--- src/rtl/tcw_pkg.sv ---
`timescale 1ns / 1ps
package tcw_pkg;

  localparam int DEF_COLS     = 80;
  localparam int DEF_ROWS     = 25;
  localparam int DEF_TAB_STOP = 8;

  localparam int REQ_W       = 2;
  localparam int CH_W        = 8;
  localparam int ADDR_W      = 11;
  localparam int DATA_W      = 16;
  localparam int IDX_W       = 11;
  localparam int COLOR_W     = 4;
  localparam int CFG_IDX_W   = 2;
  localparam int OP_W        = 3;
  localparam int QUEUE_DEPTH = 2;

  localparam logic [REQ_W-1:0] REQ_PUT   = 2'd0;
  localparam logic [REQ_W-1:0] REQ_READ  = 2'd1;
  localparam logic [REQ_W-1:0] REQ_CLEAR = 2'd2;

  localparam logic [CFG_IDX_W-1:0] CFG_BG       = 2'd0;
  localparam logic [CFG_IDX_W-1:0] CFG_FG       = 2'd1;
  localparam logic [CFG_IDX_W-1:0] CFG_BLANK_BG = 2'd2;
  localparam logic [CFG_IDX_W-1:0] CFG_BLANK_FG = 2'd3;

  localparam logic [COLOR_W-1:0] BG_RESET = 4'h0;
  localparam logic [COLOR_W-1:0] FG_RESET = 4'h7;

  // classified commands handed from front to back
  localparam logic [OP_W-1:0] OP_NOP   = 3'd0;
  localparam logic [OP_W-1:0] OP_PRINT = 3'd1;
  localparam logic [OP_W-1:0] OP_BS    = 3'd2;
  localparam logic [OP_W-1:0] OP_TAB   = 3'd3;
  localparam logic [OP_W-1:0] OP_NL    = 3'd4;
  localparam logic [OP_W-1:0] OP_CR    = 3'd5;
  localparam logic [OP_W-1:0] OP_READ  = 3'd6;
  localparam logic [OP_W-1:0] OP_CLEAR = 3'd7;

  localparam logic [CH_W-1:0] CH_BS    = 8'h08;
  localparam logic [CH_W-1:0] CH_TAB   = 8'h09;
  localparam logic [CH_W-1:0] CH_NL    = 8'h0A;
  localparam logic [CH_W-1:0] CH_CR    = 8'h0D;
  localparam logic [CH_W-1:0] CH_SPACE = 8'h20;
  localparam logic [CH_W-1:0] CH_DEL   = 8'h7F;

  typedef struct packed {
    logic [OP_W-1:0]   op;
    logic [CH_W-1:0]   ch;
    logic [ADDR_W-1:0] addr;
  } tcw_cmd_t;

  typedef struct packed {
    logic [COLOR_W-1:0] bg;
    logic [COLOR_W-1:0] fg;
    logic [COLOR_W-1:0] blank_bg;
    logic [COLOR_W-1:0] blank_fg;
  } tcw_colors_t;

endpackage

--- src/rtl/tcw_queue.sv ---
`timescale 1ns / 1ps
module tcw_queue (
  input  logic              clk,
  input  logic              rst,
  input  logic              push,
  input  tcw_pkg::tcw_cmd_t push_cmd,
  input  logic              pop,
  output logic              full,
  output logic              not_empty,
  output tcw_pkg::tcw_cmd_t head_cmd
);
  import tcw_pkg::*;

  localparam int QW = (QUEUE_DEPTH > 1) ? $clog2(QUEUE_DEPTH) : 1;
  localparam int NW = $clog2(QUEUE_DEPTH + 1);

  tcw_cmd_t        entries [QUEUE_DEPTH];
  logic [QW-1:0]   wr_ptr;
  logic [QW-1:0]   rd_ptr;
  logic [NW-1:0]   count;

  assign full      = (count == NW'(QUEUE_DEPTH));
  assign not_empty = (count != '0);
  assign head_cmd  = entries[rd_ptr];

  always_ff @(posedge clk) begin
    if (rst) begin
      wr_ptr <= '0;
      rd_ptr <= '0;
      count  <= '0;
    end else begin
      if (push) begin
        wr_ptr <= (wr_ptr == QW'(QUEUE_DEPTH - 1)) ? '0 : wr_ptr + 1'b1;
      end
      if (pop) begin
        rd_ptr <= (rd_ptr == QW'(QUEUE_DEPTH - 1)) ? '0 : rd_ptr + 1'b1;
      end
      if (push && !pop) begin
        count <= count + 1'b1;
      end else if (pop && !push) begin
        count <= count - 1'b1;
      end
    end
  end

  always_ff @(posedge clk) begin
    if (push) begin
      entries[wr_ptr] <= push_cmd;
    end
  end

endmodule

--- config.mk ---
export PLATFORM = sky130hd
export DESIGN_NAME = tcw_queue
export DESIGN_NICKNAME = d
export VERILOG_FILES = /design/src/rtl/tcw_pkg.sv /design/src/rtl/tcw_queue.sv
export SDC_FILE = /design/constraint.sdc
export NUM_CORES = 1
export LEC_CHECK = 0
export ABC_AREA = 1
export BUFFER_PORTS_ARGS = -buffer_cell sky130_fd_sc_hd__buf_2
export CORE_MARGIN = 3
export CORE_UTILIZATION = 45
export DETAILED_ROUTE_END_ITERATION = 7
export PLACE_DENSITY = 0.74
export SYNTH_ARGS = -nofsm -noshare
export SYNTH_HDL_FRONTEND = slang
export SYNTH_SLANG_ARGS = --single-unit
--- constraint.sdc ---
create_clock -name clk -period 3.4 [get_ports clk]
set_input_delay 0.51 -clock clk [delete_from_list [all_inputs] [get_ports clk]]
set_output_delay 0.51 -clock clk [all_outputs]
set_load 0.02 [all_outputs]
**After elaboration in Yosys (flattened, before gate mapping)**

Memory sizes are Yosys's and may differ from the RTL's. A register that Yosys moved wholly into a read port is not among the register bits.
Cells that the tools add are included.
W data, S select, Z words.

- Add/subtract/negate cells: 4
- Reduce and logical (&&, ||, !) cells: 6
- Equality and inequality tests: 1
- Multiplexer cells: 8

Operator list:

| operator | count |
|---|---|
| $mux W1 | 6 |
| $mux W2 | 2 |
| $reduce_bool A2 Y1 | 2 |
| $add A1 B1 Y1 const B | 2 |
| $add A2 B1 Y2 const B | 1 |
| $eq A2 B2 Y1 const B | 1 |
| $logic_and A1 B1 Y1 | 2 |
| $logic_not A1 Y1 | 2 |
| $sub A2 B1 Y2 const B | 1 |

- Output and inout bits: 24
- Input bits: 26
- RAM bits: 44
- Word-level logic and storage cells: 23
- Memories: 1
- Register bits after elaboration: 4

Memories:

| name | words | bits a word | rd ports | clocked after Yosys merged registers in | write ports | RTL line | text |
|---|---|---|---|---|---|---|---|
| entries | 2 | 22 | 1 | 1 | 1 | tcw_queue.sv:17 | `tcw_cmd_t entries [QUEUE_DEPTH];` |

**Depth between registers and ports, before layout**

- Word-level depth: 4
- Gate-level depth with buffers: 8
- Mapped depth without buffers: 8

**Worst setup path before layout**

OpenSTA, ideal clock, no wires.

- Path type: input to register
- From: input port push
- To: memory entries[0][0] in the netlist's numbering (enable)
- Path slack: 1,517 ps
- Path buffers: 0
- Arrival: 1,482 ps
- Library setup time: 401 ps
- Stages: 2
- Required time: 2,999 ps
- Path through: inv_1 -> nor2_1

- Word-level cells in the longest chain between the ends: 2

RTL lines:

| item | RTL line | text |
|---|---|---|
| start, declared | tcw_queue.sv:5 | `input logic push,` |
| $mux W1 | tcw_queue.sv:47 | `if (push) begin` |
| $mux W1 (implied by the code) | tcw_queue.sv:48 | `entries[wr_ptr] <= push_cmd;` |
| end, declared | tcw_queue.sv:17 |  |

No other way between the ends.

==> impl_metrics.env <==
export IMPL_hold_viol=0
export IMPL_wl_per_cell_microns=14.2
export IMPL_die_w_microns=69.6
export IMPL_hold_depth=1
export IMPL_cts_buffer_depth=2
export IMPL_synthDistinctLibCells=14
export IMPL_worst_pin_slew_ns=1.11
export IMPL_startpoint_type="flop"
export IMPL_p_leak_nw=0.880
export IMPL_track_usage_pct=13.1
export IMPL_place_congestion=0.703
export IMPL_drt_iter0_drc=72
export IMPL_die_y_microns=69.6
export IMPL_timing_final_crit_share_pct=68.7
export IMPL_fillers=306
export IMPL_numClockSinks=49
export IMPL_htreeDepth=2
export IMPL_irDropWorstVdd_v=0.000302
export IMPL_syn_area_per_cell_sq_um=18.0
export IMPL_run_status="finished, final reports clean"
export IMPL_rsz0062_at_grt="false"
export IMPL_finClkSkew_ns=0.00395
export IMPL_cts_setup_buffers=0
export IMPL_fin_nets=182
export IMPL_clk_pin_slew_ns=0.08
export IMPL_finalSetupTns_ns=0
export IMPL_antenna_left=0
export IMPL_drive_above_1_share_pct=50.6
export IMPL_antenna_found_initial=0
export IMPL_antenna_cells=0
export IMPL_hp_class="in2reg"
export IMPL_synth_yosys_seq_area_share_pct=78.2
export IMPL_maxCapViolCount=0
export IMPL_via_per_inst=4.84
export IMPL_synthCells=101
export IMPL_crit_path_end_kind="output pin"
export IMPL_yosys_warnings=0
export IMPL_worst_r2r_cell_count=1
export IMPL_hpwl_microns=2000
export IMPL_coreArea_sq_mm=0.00377
export IMPL_die_area_sq_mm=0.00484
export IMPL_power_density_mw_per_mm2=573
export IMPL_dr_pass1_iters=4
export IMPL_layout_commonest_cell="buf_2"
export IMPL_slew_headroom_pct=26.2
export IMPL_grt_max_degree=24
export IMPL_synth_nets=128
export IMPL_drcViolationCount=0
export IMPL_portBuffers=49
export IMPL_min_period_ns=2.33
export IMPL_ys_ff_latch=49
export IMPL_gr_total_overflow=0
export IMPL_setup_violations_final=0
export IMPL_path_max_fanout=22
export IMPL_timing_rr_start="wr_ptr$_SDFFE_PP0P_"
export IMPL_syn_area_sq_mm=0.00182
export IMPL_grt_pass1_vias=1083
export IMPL_worstPathRequired_ns=2.89
export IMPL_holdBufCountCts=0
export IMPL_io_pins=50
export IMPL_min_from="push_cmd[0]"
export IMPL_final_area_sq_mm=0.00222
export IMPL_rr_endpoint="entries[0][20]$_DFFE_PP_"
export IMPL_cts_resized=0
export IMPL_dpl_cell_area_sq_mm=0.00210
export IMPL_cts_tree="built"
export IMPL_criticalPathCategory="reg2out"
export IMPL_grt_pass1_wl_microns=4860
export IMPL_finalWirelength_microns=2910
export IMPL_clock_root_buffer="clkbuf_8"
export IMPL_syn_to_final_growth_pct=22.1
export IMPL_vias=987
export IMPL_min_to="entries[0][0]$_DFFE_PP_"
export IMPL_final_cell_mix="buf_2, edfxtp_1, mux2_2, inv_1"
export IMPL_critPathArrivalTime_ns=1.82
export IMPL_maxSlewViolCount=0
export IMPL_clkLatencyLatePin_ns=0.29
export IMPL_rrSetupSlack_ns=1.83
export IMPL_num_rows=22
export IMPL_fmax_ghz=0.428
export IMPL_initial_core_util_pct=48.2
export IMPL_numCtsBuffers=5
[through the flow]
| stage | total power (W) | util [%] | hold slack [ns] | cells | setup WS (ns) |
|---|---|---|---|---|---|
| after floorplan | 0.000826 | - | 0.480 | 101 | 1.52 |
| after global placement | 0.000876 | 55.8 | 0.496 | 196 | 1.34 |
| after detailed placement | 0.000884 | 55.8 | 0.500 | 196 | 1.33 |
| after CTS | 0.00129 | 58.9 | 0.391 | 204 | 1.01 |
| after global routing | 0.00133 | 58.9 | 0.389 | 204 | 0.910 |
| final | 0.00127 | 58.9 | 0.404 | 204 | 1.07 |
[registers in the layout, summed over array words and instances (netlist names), named ones only]
register / count
count: 2
entries: 44
rd_ptr: 1
wr_ptr: 1
[layout make-up]
| cell class | count | area [sq um] | share of cell area, % |
|---|---|---|---|
| sequential | 49 | 1420 | 64.0 |
| multi-input combinational | 41 | 343 | 15.4 |
| timing repair buffer | 49 | 245 | 11.0 |
| clock buffer | 7 | 86.3 | 3.89 |
| tap | 48 | 60.1 | 2.71 |
| inverter | 9 | 33.8 | 1.52 |
| clock inverter | 1 | 30.0 | 1.35 |
[layer usage]
| layer | vias up | track usage (%) | share of wire [%] |
|---|---|---|---|
| li1 | 473 | - | - |
| met1 | 472 | 13.7 | 38 |
| met2 | 36 | 22.5 | 52 |
| met3 | 6 | 4.49 | 7.8 |
| met4 | 0 | 7.81 | 1.9 |
| met5 | - | 0 | 0 |
[worst max-delay path by stage]
stage | to | cells past startpoint
2_1_floorplan | entries[0][0]$_DFFE_PP_ | 2
3_3_place_gp | head_cmd[19] | 2
3_5_place_dp | head_cmd[19] | 2
4_1_cts | head_cmd[13] | 2
5_1_grt | head_cmd[18] | 2
6_report | head_cmd[18] | 2
[power by group]
group / leakage [nW] / total, W / internal [W] / switching, W
combinational: 0.367 / 0.000154 / 0.0000653 / 0.0000892
sequential: 0.455 / 0.000712 / 0.000694 / 0.0000181
clock: 0.0585 / 0.000407 / 0.000240 / 0.000167
total: 0.880 / 0.00127 / 0.000998 / 0.000274
[synth_stat cells (all sizes together)]
library cell	instances	area share (%)
edfxtp	44	73
mux2	22	14
inv	9	1.9
nand2	6	1.2
nor2	6	1.2
dfxtp	5	5.5
buf	2	1.2
a21oi	1	0.28
ha	1	0.69
nand3	1	0.28
nand4	1	0.34
nor3	1	0.28
o21ai	1	0.28
xnor2	1	0.48
[worst max-delay path: stages (launching register included)]
cell     delay (ns)
dfxtp_1        0.95
mux2_2         0.43
buf_2          0.16
[cell families (layout without fill, tap and decap cells)]
family	count (synthesis)	after routing	synth area share, %
buf+inv	11	66	3.10
simple gates	15	15	3.37
mux	22	22	13.6
compound gates	2	2	0.550
xor+xnor	1	1	0.482
fa+ha+maj	1	1	0.688
flops	49	49	78.2
(Power assumes the default switching activity.)
