[src/rtl/tcw_pkg.sv]
`timescale 1ns / 1ps
package tcw_pkg;

  localparam int DEF_COLS     = 80;
  localparam int DEF_ROWS     = 25;
  localparam int DEF_TAB_STOP = 8;

  localparam int REQ_W       = 2;
  localparam int CH_W        = 8;
  localparam int ADDR_W      = 11;
  localparam int DATA_W      = 16;
  localparam int IDX_W       = 11;
  localparam int COLOR_W     = 4;
  localparam int CFG_IDX_W   = 2;
  localparam int OP_W        = 3;
  localparam int QUEUE_DEPTH = 2;

  localparam logic [REQ_W-1:0] REQ_PUT   = 2'd0;
  localparam logic [REQ_W-1:0] REQ_READ  = 2'd1;
  localparam logic [REQ_W-1:0] REQ_CLEAR = 2'd2;

  localparam logic [CFG_IDX_W-1:0] CFG_BG       = 2'd0;
  localparam logic [CFG_IDX_W-1:0] CFG_FG       = 2'd1;
  localparam logic [CFG_IDX_W-1:0] CFG_BLANK_BG = 2'd2;
  localparam logic [CFG_IDX_W-1:0] CFG_BLANK_FG = 2'd3;

  localparam logic [COLOR_W-1:0] BG_RESET = 4'h0;
  localparam logic [COLOR_W-1:0] FG_RESET = 4'h7;

  // classified commands handed from front to back
  localparam logic [OP_W-1:0] OP_NOP   = 3'd0;
  localparam logic [OP_W-1:0] OP_PRINT = 3'd1;
  localparam logic [OP_W-1:0] OP_BS    = 3'd2;
  localparam logic [OP_W-1:0] OP_TAB   = 3'd3;
  localparam logic [OP_W-1:0] OP_NL    = 3'd4;
  localparam logic [OP_W-1:0] OP_CR    = 3'd5;
  localparam logic [OP_W-1:0] OP_READ  = 3'd6;
  localparam logic [OP_W-1:0] OP_CLEAR = 3'd7;

  localparam logic [CH_W-1:0] CH_BS    = 8'h08;
  localparam logic [CH_W-1:0] CH_TAB   = 8'h09;
  localparam logic [CH_W-1:0] CH_NL    = 8'h0A;
  localparam logic [CH_W-1:0] CH_CR    = 8'h0D;
  localparam logic [CH_W-1:0] CH_SPACE = 8'h20;
  localparam logic [CH_W-1:0] CH_DEL   = 8'h7F;

  typedef struct packed {
    logic [OP_W-1:0]   op;
    logic [CH_W-1:0]   ch;
    logic [ADDR_W-1:0] addr;
  } tcw_cmd_t;

  typedef struct packed {
    logic [COLOR_W-1:0] bg;
    logic [COLOR_W-1:0] fg;
    logic [COLOR_W-1:0] blank_bg;
    logic [COLOR_W-1:0] blank_fg;
  } tcw_colors_t;

endpackage

[src/rtl/tcw_front.sv]
`timescale 1ns / 1ps
module tcw_front #(
  parameter int COLS = tcw_pkg::DEF_COLS,
  parameter int ROWS = tcw_pkg::DEF_ROWS
) (
  input  logic                        in_valid,
  output logic                        in_stall,
  input  logic [tcw_pkg::REQ_W-1:0]   req_type,
  input  logic [tcw_pkg::CH_W-1:0]    char_code,
  input  logic [tcw_pkg::ADDR_W-1:0]  cell_address,
  input  logic                        q_full,
  input  logic                        clearing,
  output logic                        push,
  output tcw_pkg::tcw_cmd_t           push_cmd
);
  import tcw_pkg::*;

  localparam int CELLS = COLS * ROWS;

  assign in_stall = q_full | clearing;
  assign push     = in_valid & ~in_stall;

  always_comb begin
    push_cmd.ch   = char_code;
    push_cmd.addr = cell_address;
    push_cmd.op   = OP_NOP;
    case (req_type)
      REQ_PUT: begin
        if (char_code == CH_BS) begin
          push_cmd.op = OP_BS;
        end else if (char_code == CH_TAB) begin
          push_cmd.op = OP_TAB;
        end else if (char_code == CH_NL) begin
          push_cmd.op = OP_NL;
        end else if (char_code == CH_CR) begin
          push_cmd.op = OP_CR;
        end else if (char_code inside {[CH_SPACE:CH_DEL]}) begin
          push_cmd.op = OP_PRINT;
        end
      end
      REQ_READ: begin
        // reads past the store return zero
        if (int'(cell_address) < CELLS) begin
          push_cmd.op = OP_READ;
        end
      end
      REQ_CLEAR: begin
        push_cmd.op = OP_CLEAR;
      end
      default: begin
        push_cmd.op = OP_NOP;
      end
    endcase
  end

endmodule

[config.mk]
export PLATFORM = sky130hd
export DESIGN_NAME = tcw_front
export DESIGN_NICKNAME = d
export VERILOG_FILES = /design/src/rtl/tcw_pkg.sv /design/src/rtl/tcw_front.sv
export SDC_FILE = /design/constraint.sdc
export NUM_CORES = 1
export LEC_CHECK = 0
export BUFFER_PORTS_ARGS = -buffer_cell sky130_fd_sc_hd__buf_2
export CAP_MARGIN = 20
export CORE_AREA = 2 2 39 41
export DETAILED_ROUTE_END_ITERATION = 10
export DIE_AREA = 0 0 41 43
export PLACE_DENSITY = 0.72
export SYNTH_ARGS = -nofsm -noshare
export SYNTH_HDL_FRONTEND = slang
export SYNTH_SLANG_ARGS = --single-unit
[constraint.sdc]
create_clock -name vclk -period 2.61
set_input_delay 0.6525 -clock vclk [all_inputs]
set_output_delay 0.6525 -clock vclk [all_outputs]
set_load 0.005 [all_outputs]
## Yosys cells after proc, flatten, opt, wreduce, memory -nomap -nowiden

Index checks and enable logic that the tools add are counted.

| storage, ports and cells | value |
|---|---|
| bits in registers | 0 |
| bits of input ports | 24 |
| output and inout port bits | 24 |
| logic and storage cells | 21 |

| operators by class | value |
|---|---|
| $lt $le $gt $ge | 3 |
| equality and inequality tests | 6 |
| muxes and demuxes | 7 |
| bitwise operators | 3 |
| reduce and logical (&&, ||, !) cells | 2 |

Operator list:

| operator | number |
|---|---|
| 8-bit by 4-bit == test with 1-bit output (second input constant) | 4 |
| 3-bit 2-to-1 mux | 5 |
| 11-bit less-than comparator (second input constant) | 1 |
| 3-bit one-hot mux with 3 select lines | 1 |
| 8-bit by 6-bit >= comparator with 1-bit output (second input constant) | 1 |
| 8-bit by 7-bit <= comparator with 1-bit output (second input constant) | 1 |
| 2-bit by 1-bit == test with 1-bit output (second input constant) | 1 |
| 2-bit == test (second input constant) | 1 |
| 2-bit logical NOT | 1 |
| 1-bit bitwise AND | 1 |
| 1-bit logical AND | 1 |
| 1-bit 2-to-1 mux | 1 |
| 1-bit NOT | 1 |
| 1-bit bitwise OR | 1 |

## Depth between registers and ports, before layout

Gate-level depths: netlist (run 1).

| logic depth | value |
|---|---|
| word-level depth | 8 |
| depth in mapped cells | 3 |
| mapped depth without buffers | 3 |

## Worst setup path after synthesis (run 1)

Ideal clock, no wire load.

| path | value |
|---|---|
| path type | input port to output port |
| start point | input port char_code[5] (netlist name) |
| end point | output port push_cmd[21] (netlist name) |
| data arrival time | 1159 ps |
| required time | 1957 ps |
| slack | 799 ps |
| cell stages on the path | 3 |
| buffers on the path | 0 |
| path through | nor3_1 o211ai_1 a22oi_1 |

RTL lines:

| what | line | text |
|---|---|---|
| start: declaration | tcw_front.sv:9 | `input logic [tcw_pkg::CH_W-1:0] char_code,` |
| end: declaration | tcw_front.sv:14 | `output tcw_pkg::tcw_cmd_t push_cmd` |

==> impl_metrics.toml, run 1 <==
[setup_path]
critPathKind = "in -> out"
critPathMostFrequentCell = "buf_2"
path_depth = 5
setup.worst_path.end = "push_cmd[19]"
critPathCaptureType = "primary output"
required_ns = 1.96
critical-path-top-delay-family = "simple AND/OR/NAND/NOR gates"
cp-startpoint = "char_code[1]"
cp_num_buf_inv = 2
crit_arrival_ns = 1.45
slowest_delay_ns = 0.30
crit_chain = "buf_2, nor4bb_1, o31ai_1, a21oi_1, buf_2"
worst_setup_path_start_kind = "input port"
worst_path_max_delay_cell = "nor4bb_1"
worstPathMaxFanout = 5

[detailed_routing]
routed_wirelength_um = 648
first_pass_iters = 2
ant_nets = 0
drt-vias-per-instance = 4.14
drc = 0
vias = 319
wire_per_inst_um = 8.42
drt-initial-drc-count = 2

[cts]
post_cts_resized = 0
post_cts_buffers = 0
cts_hold_buf = 0

[final_layout]
drive_above_1_share = 0.689
clkbuf_count = 0
multiInputGateArea_um2 = 113
nets = 87
nFlopsAndLatches = 0
fill_cells = 159
seq_area_um2 = 0
synthToLayoutAreaGrowth_pct = 29.1
diodes = 0
utilization = 0.249

[synthesis]
netlist_area_um2 = 267
netlist.area_leader.share = 0.535
syn_inst = 40
synth_commonest_cells = "19 x buf_4, 3 x inv_1, 3 x nor2_1"
synth.largest_area_cell = "buf_4"
synth_nets = 64
synth_area_leaders = "buf_4 54%, a22oi_1 5.6%, inv_1 4.2%"
syn_avg_cell_area_um2 = 6.66
ys_types = 16
yosysWarnings = 0
synth-seq-area-share = 0
synthMostInstantiatedCell = "buf_4"

[pwr]
ir_drop_mv = 0.0300
p_int_mw = 0.0273
p_switching_mw = 0.0214
combinationalPowerShare = 1.000
power_frac_clock = 0
switching_share = 0.439
power_leakage_nw = 0.208
p_per_area_nw_per_um2 = 141
seqPwrFrac = 0

[status]
status = "finished clean"

[die]
initial_utilization = 0.193
placementRows = 14
ioPinCount = 48
die_x_um = 41
die_area_um2 = 1760
dieHeight_um = 43
coreArea_um2 = 1380

[global_route]
grt_max_degree = 6
grt_pass1_vias = 243
grt_pass1_wl_um = 814
grt_use_total = 0.0619
gr-total-overflow = 0
antenna_found_initial = 0

[timing]
post-route-period-util = 0.806
slew_headroom = 0.810
finalCriticalPeriod_ns = 2.10
setup-violations-final = 0
rsz0062_at_grt = "no"
final_max_slew_viol_count = 0
tns_ns = 0
final_hold_viol_count = 0
tightest_slew_ns = 0.282
fmax_mhz = 475

[placement]
gp_congestion = 0.605
port_buffers = 40
place_hpwl_um = 609

[min_path]
hold_class = "in -> out"

[run]
cap_violations = 0
## final cells by class
| cell class | instances | share of cell area |
|---|---|---|
| inverters | 3 | 0.0327 |
| multi-input cells | 18 | 0.327 |
| well taps | 16 | 0.0582 |
| repair buffers | 40 | 0.582 |
## kinds of logic after synthesis
group                  Yosys count  share of synthesized area
AOI/OAI and AO/OA                7                      0.169
buffers and inverters           22                      0.577
and+or+nand+nor                 11                      0.254
## power groups by stage
stage               Sequential [mW]  Clock, mW  Combinational, mW
finish                            0          0             0.0487
global route                      0          0             0.0551
CTS                               0          0             0.0494
detailed placement                0          0             0.0493
global placement                  0          0             0.0480
floorplan                         0          0             0.0345
## stage by stage
| stage | hold WS, ns | setup slack, ns | area (um2) | instances | power (mW) |
|---|---|---|---|---|---|
| 2_1_floorplan | 1.33 | 0.799 | 267 | 40 | 0.0345 |
| 3_3_place_gp | 1.31 | 0.516 | 344 | 77 | 0.0480 |
| 3_5_place_dp | 1.31 | 0.496 | 344 | 77 | 0.0493 |
| 4_1_cts | 1.31 | 0.496 | 344 | 77 | 0.0494 |
| 5_1_grt | 1.31 | 0.372 | 344 | 77 | 0.0551 |
| 6_report | 1.31 | 0.507 | 344 | 77 | 0.0487 |
## cell usage in the layout (no fill, tap or decap)
master / instances
buf_2: 40
inv_1: 3
nor2_1: 3
o21ai_0: 2
a22oi_1: 2
nand4_1: 1
nor2b_1: 1
nor3_1: 1
nand3_1: 1
nor4bb_1: 1
o31ai_1: 1
a21oi_1: 1
and3b_2: 1
nor3b_1: 1
o211ai_1: 1
or2_2: 1
## routing by layer
layer  track usage  up-vias  share of wire
met3       0.00524        0           0.18
li1              -      159              -
met4             0        0              0
met5             0        -              0
met2         0.134       28           0.44
met1        0.0570      132           0.38
## how the worst min path moves through the flow
| stage | startpoint | to | cells after the start |
|---|---|---|---|
| after floorplan | req_type[0] | push_cmd[19] | 1 |
| after global placement | cell_address[2] | push_cmd[2] | 0 |
| after detailed placement | cell_address[2] | push_cmd[2] | 0 |
| after CTS | cell_address[2] | push_cmd[2] | 0 |
| after global routing | cell_address[0] | push_cmd[0] | 0 |
| final | cell_address[0] | push_cmd[0] | 0 |
Power figures use the tool's default switching activity.
==> inputs of run 2 (changes only) <==
--- a/config.mk
+++ b/config.mk
@@ -10,7 +10,7 @@
 export CORE_AREA = 2 2 39 41
 export DETAILED_ROUTE_END_ITERATION = 10
 export DIE_AREA = 0 0 41 43
-export PLACE_DENSITY = 0.72
+export PLACE_DENSITY = 0.74
 export SYNTH_ARGS = -nofsm -noshare
 export SYNTH_HDL_FRONTEND = slang
 export SYNTH_SLANG_ARGS = --single-unit
==> constraint.sdc (replaced) <==
create_clock -name vclk -period 1.83
set_input_delay 0.4575 -clock vclk [all_inputs]
set_output_delay 0.4575 -clock vclk [all_outputs]
set_load 0.005 [all_outputs]
==> impl_metrics.toml, run 2 (same netlist as run 1, synthesis figures left out) <==
[setup_path]
critPathCaptureType = "primary output"
worst_setup_path_start_kind = "input port"
worstPathMaxFanout = 3
required_ns = 1.37
critPathKind = "in -> out"
crit_arrival_ns = 1.24

[die]
ioPinCount = 48
initial_utilization = 0.193
die_area_um2 = 1760
dieHeight_um = 43
coreArea_um2 = 1380
die_x_um = 41
placementRows = 14

[detailed_routing]
drc = 0
vias = 319
first_pass_iters = 2
drt-initial-drc-count = 1
wire_per_inst_um = 8.87
ant_nets = 0
routed_wirelength_um = 683
drt-vias-per-instance = 4.14

[timing]
final_max_slew_viol_count = 0
slew_headroom = 0.839
fmax_mhz = 587
post-route-period-util = 0.930
rsz0062_at_grt = "no"
tightest_slew_ns = 0.239
worst_slack_ns = 0.128
tns_ns = 0
finalCriticalPeriod_ns = 1.70
setup-violations-final = 0
final_hold_viol_count = 0

[pwr]
p_int_mw = 0.0390
p_per_area_nw_per_um2 = 201
power_frac_clock = 0
ir_drop_mv = 0.0443
p_switching_mw = 0.0301
seqPwrFrac = 0
power_mw = 0.0690
switching_share = 0.435
combinationalPowerShare = 1.000
power_leakage_nw = 0.208

[final_layout]
drive_above_1_share = 0.689
nFlopsAndLatches = 0
nets = 87
clkbuf_count = 0
seq_area_um2 = 0
final_cell_mix = "40 x buf_2, 3 x inv_1, 3 x nor2_1"
diodes = 0
fill_cells = 161
final_common_cell = "buf_2"
synthToLayoutAreaGrowth_pct = 29.1

[status]
status = "finished clean"

[global_route]
grt_max_degree = 6
grt_pass1_vias = 222
grt_use_total = 0.0589
antenna_found_initial = 0
gr-total-overflow = 0
grt_pass1_wl_um = 772

[cts]
cts_hold_buf = 0
post_cts_resized = 0
post_cts_buffers = 0

[placement]
gp_congestion = 0.618
place_ws_ns = 0.115
port_buffers = 40

[run]
cap_violations = 0

[min_path]
hold_class = "in -> out"
[run 2: cell counts in the layout (fill, tap and decap cells not counted)]
Identical to the previous run, type by type.
[run 2: layout make-up]
class                           instances  area (um2)  share of cell area
Timing Repair Buffer                   40         200               0.582
Multi-Input combinational cell         18         113               0.327
Tap cell                               16        20.0              0.0582
Inverter                                3        11.3              0.0327
[run 2: worst paths after layout]
path | start | end | slack, ns | depth (start not counted)
worst max-delay path | char_code[5] | push_cmd[21] | 0.13 | 5
worst min-delay path | cell_address[1] | push_cmd[1] | 0.92 | 0
[run 2: metrics by stage]
step / hold slack [ns] / utilization / instance area (um2) / instances
after floorplan: 0.943 / - / 267 / 40
after global placement: 0.915 / 0.249 / 344 / 77
after detailed placement: 0.915 / 0.249 / 344 / 77
after CTS: 0.915 / 0.249 / 344 / 77
after global routing: 0.915 / 0.249 / 344 / 77
final: 0.915 / 0.249 / 344 / 77
[run 2: critical path: stages]
cell,delay [ns]
buf_2,0.11
nor3_1,0.25
o211ai_1,0.13
a22oi_1,0.16
buf_2,0.14
[run 2: power groups by stage]
stage	Combinational, mW	Sequential (mW)	Clock (mW)
finish	0.0690	0	0
global route	0.0781	0	0
CTS	0.0704	0	0
detailed placement	0.0701	0	0
global placement	0.0683	0	0
floorplan	0.0492	0	0
[run 2: metal layers]
layer,vias to the layer above,global-route usage,wire length (um)
li1,159,-,-
met3,0,0.00524,134
met5,-,0,0
met2,32,0.122,309
met1,128,0.0601,239
met4,0,0,0
==> inputs of run 3 (changes only) <==
--- a/config.mk
+++ b/config.mk
@@ -5,12 +5,13 @@
 export SDC_FILE = /design/constraint.sdc
 export NUM_CORES = 1
 export LEC_CHECK = 0
+export ABC_AREA = 1
 export BUFFER_PORTS_ARGS = -buffer_cell sky130_fd_sc_hd__buf_2
 export CAP_MARGIN = 20
 export CORE_AREA = 2 2 39 41
 export DETAILED_ROUTE_END_ITERATION = 10
 export DIE_AREA = 0 0 41 43
-export PLACE_DENSITY = 0.74
+export PLACE_DENSITY = 0.82
 export SYNTH_ARGS = -nofsm -noshare
 export SYNTH_HDL_FRONTEND = slang
 export SYNTH_SLANG_ARGS = --single-unit
==> impl_metrics.toml, run 3 <==
[synthesis]
synth-seq-area-share = 0
synth.largest_area_cell = "buf_4"
netlist.area_leader.share = 0.415
netlist_area_um2 = 344
syn_inst = 64
syn_avg_cell_area_um2 = 5.38
synth_area_leaders = "buf_4 41%, nand2_1 20%, inv_1 8.7%"
synthMostInstantiatedCell = "buf_4"
yosysWarnings = 0
synth_commonest_cells = "19 x buf_4, 18 x nand2_1, 8 x inv_1"
synth_nets = 88
ys_types = 15

[die]
ioPinCount = 48
initial_utilization = 0.249
coreArea_um2 = 1380
die_x_um = 41
dieHeight_um = 43
die_area_um2 = 1760
placementRows = 14

[pwr]
ir_drop_mv = 0.0494
power_frac_clock = 0
p_switching_mw = 0.0382
switching_share = 0.480
power_leakage_nw = 0.273
p_int_mw = 0.0414
p_per_area_nw_per_um2 = 189
combinationalPowerShare = 1.000
seqPwrFrac = 0

[setup_path]
worst_path_max_delay_cell = "nor3_1"
critical-path-top-delay-family = "simple AND/OR/NAND/NOR gates"
worst_setup_path_start_kind = "input port"
critPathKind = "in -> out"
worstPathMaxFanout = 4
crit_arrival_ns = 1.19
crit_chain = "buf_2, inv_1, nand2_1, nor3_1, nand2_1, nand2_1, nand2_1, nand2_1, buf_2"
critPathMostFrequentCell = "nand2_1"
cp_num_buf_inv = 3
cp-startpoint = "char_code[2]"
slowest_delay_ns = 0.15
critPathCaptureType = "primary output"
required_ns = 1.37

[final_layout]
fin_cells = 101
synthToLayoutAreaGrowth_pct = 22.5
nets = 111
nFlopsAndLatches = 0
drive_above_1_share = 0.529
diodes = 0
clkbuf_count = 0
fill_cells = 161
final_common_cell = "buf_2"
seq_area_um2 = 0
final_cell_mix = "40 x buf_2, 18 x nand2_1, 8 x inv_1"

[global_route]
grt_max_degree = 6
gr-total-overflow = 0
antenna_found_initial = 0
grt_pass1_vias = 308
grt_use_total = 0.0759
grt_pass1_wl_mm = 1.01

[timing]
post-route-period-util = 0.900
fmax_mhz = 607
tightest_slew_ns = 0.179
tns_ns = 0
rsz0062_at_grt = "no"
setup-violations-final = 0
slew_headroom = 0.879
final_hold_viol_count = 0
finalCriticalPeriod_ns = 1.65
final_max_slew_viol_count = 0

[min_path]
hold_class = "in -> out"
hold_start = "cell_address[3]"

[detailed_routing]
vias = 415
wire_per_inst_um = 7.41
drt-initial-drc-count = 4
first_pass_iters = 4
routed_wirelength_um = 748
ant_nets = 0
drt-vias-per-instance = 4.11
drc = 0

[cts]
cts_hold_buf = 0
post_cts_buffers = 0
post_cts_resized = 0

[placement]
gp_congestion = 0.605
port_buffers = 40
placedCellCount = 101
place_hpwl_um = 709

[run]
cap_violations = 0

[status]
status = "finished clean"
run 3: cell types whose count changed after synthesis, sizes merged:
cell    change
nor2        +5
and3b       -1
nor2b       -1
nand2      +19
a22oi       -2
a21boi      +1
nor3b       -1
inv         +6
nand3       +1
o31ai       -1
o21ai       -1
o21a        +1
o211ai      -1
nor4bb      -1
run 3: per-layer routing:
metal / up-vias / global-route usage / share of wire
met5: - / 0 / 0
met4: 0 / 0 / 0
met3: 0 / 0 / 0.15
met2: 29 / 0.172 / 0.53
met1: 170 / 0.0665 / 0.31
li1: 216 / - / -
run 3: kinds of logic (layout without fill, tap and decap cells):
| group | after synthesis | count (layout) | synth area share |
|---|---|---|---|
| AND/OR/NAND/NOR | 32 | 32 | 0.404 |
| buffers and inverters | 28 | 49 | 0.513 |
| AO/OA/AOI/OAI | 4 | 4 | 0.0836 |
run 3: worst paths after layout:
check / to / slack, ns / cells past startpoint
setup / recovery: push_cmd[20] / 0.18 / 9
hold / removal: push_cmd[3] / 0.92 / 0
run 3: area by class of cell:
type               count  area [um2]  share of cell area
well taps             16        20.0              0.0475
multi-input cells     36         168               0.398
repair buffers        40         200               0.475
inverters              9        33.8              0.0801
run 3: through the flow:
stage	power [mW]	util	setup WS [ns]	instance area, um2	hold slack, ns
after floorplan	0.0589	-	0.452	344	0.986
after global placement	0.0781	0.305	0.213	422	0.915
after detailed placement	0.0811	0.305	0.174	422	0.915
after CTS	0.0813	0.305	0.172	422	0.915
after global routing	0.0916	0.305	0.0907	422	0.915
final	0.0796	0.305	0.183	422	0.915
run 3: power by group through the flow:
stage	clock network (mW)	registers [mW]	logic (mW)
3_3_place_gp	0	0	0.0781
5_1_grt	0	0	0.0916
4_1_cts	0	0	0.0813
2_1_floorplan	0	0	0.0589
3_5_place_dp	0	0	0.0811
6_report	0	0	0.0796
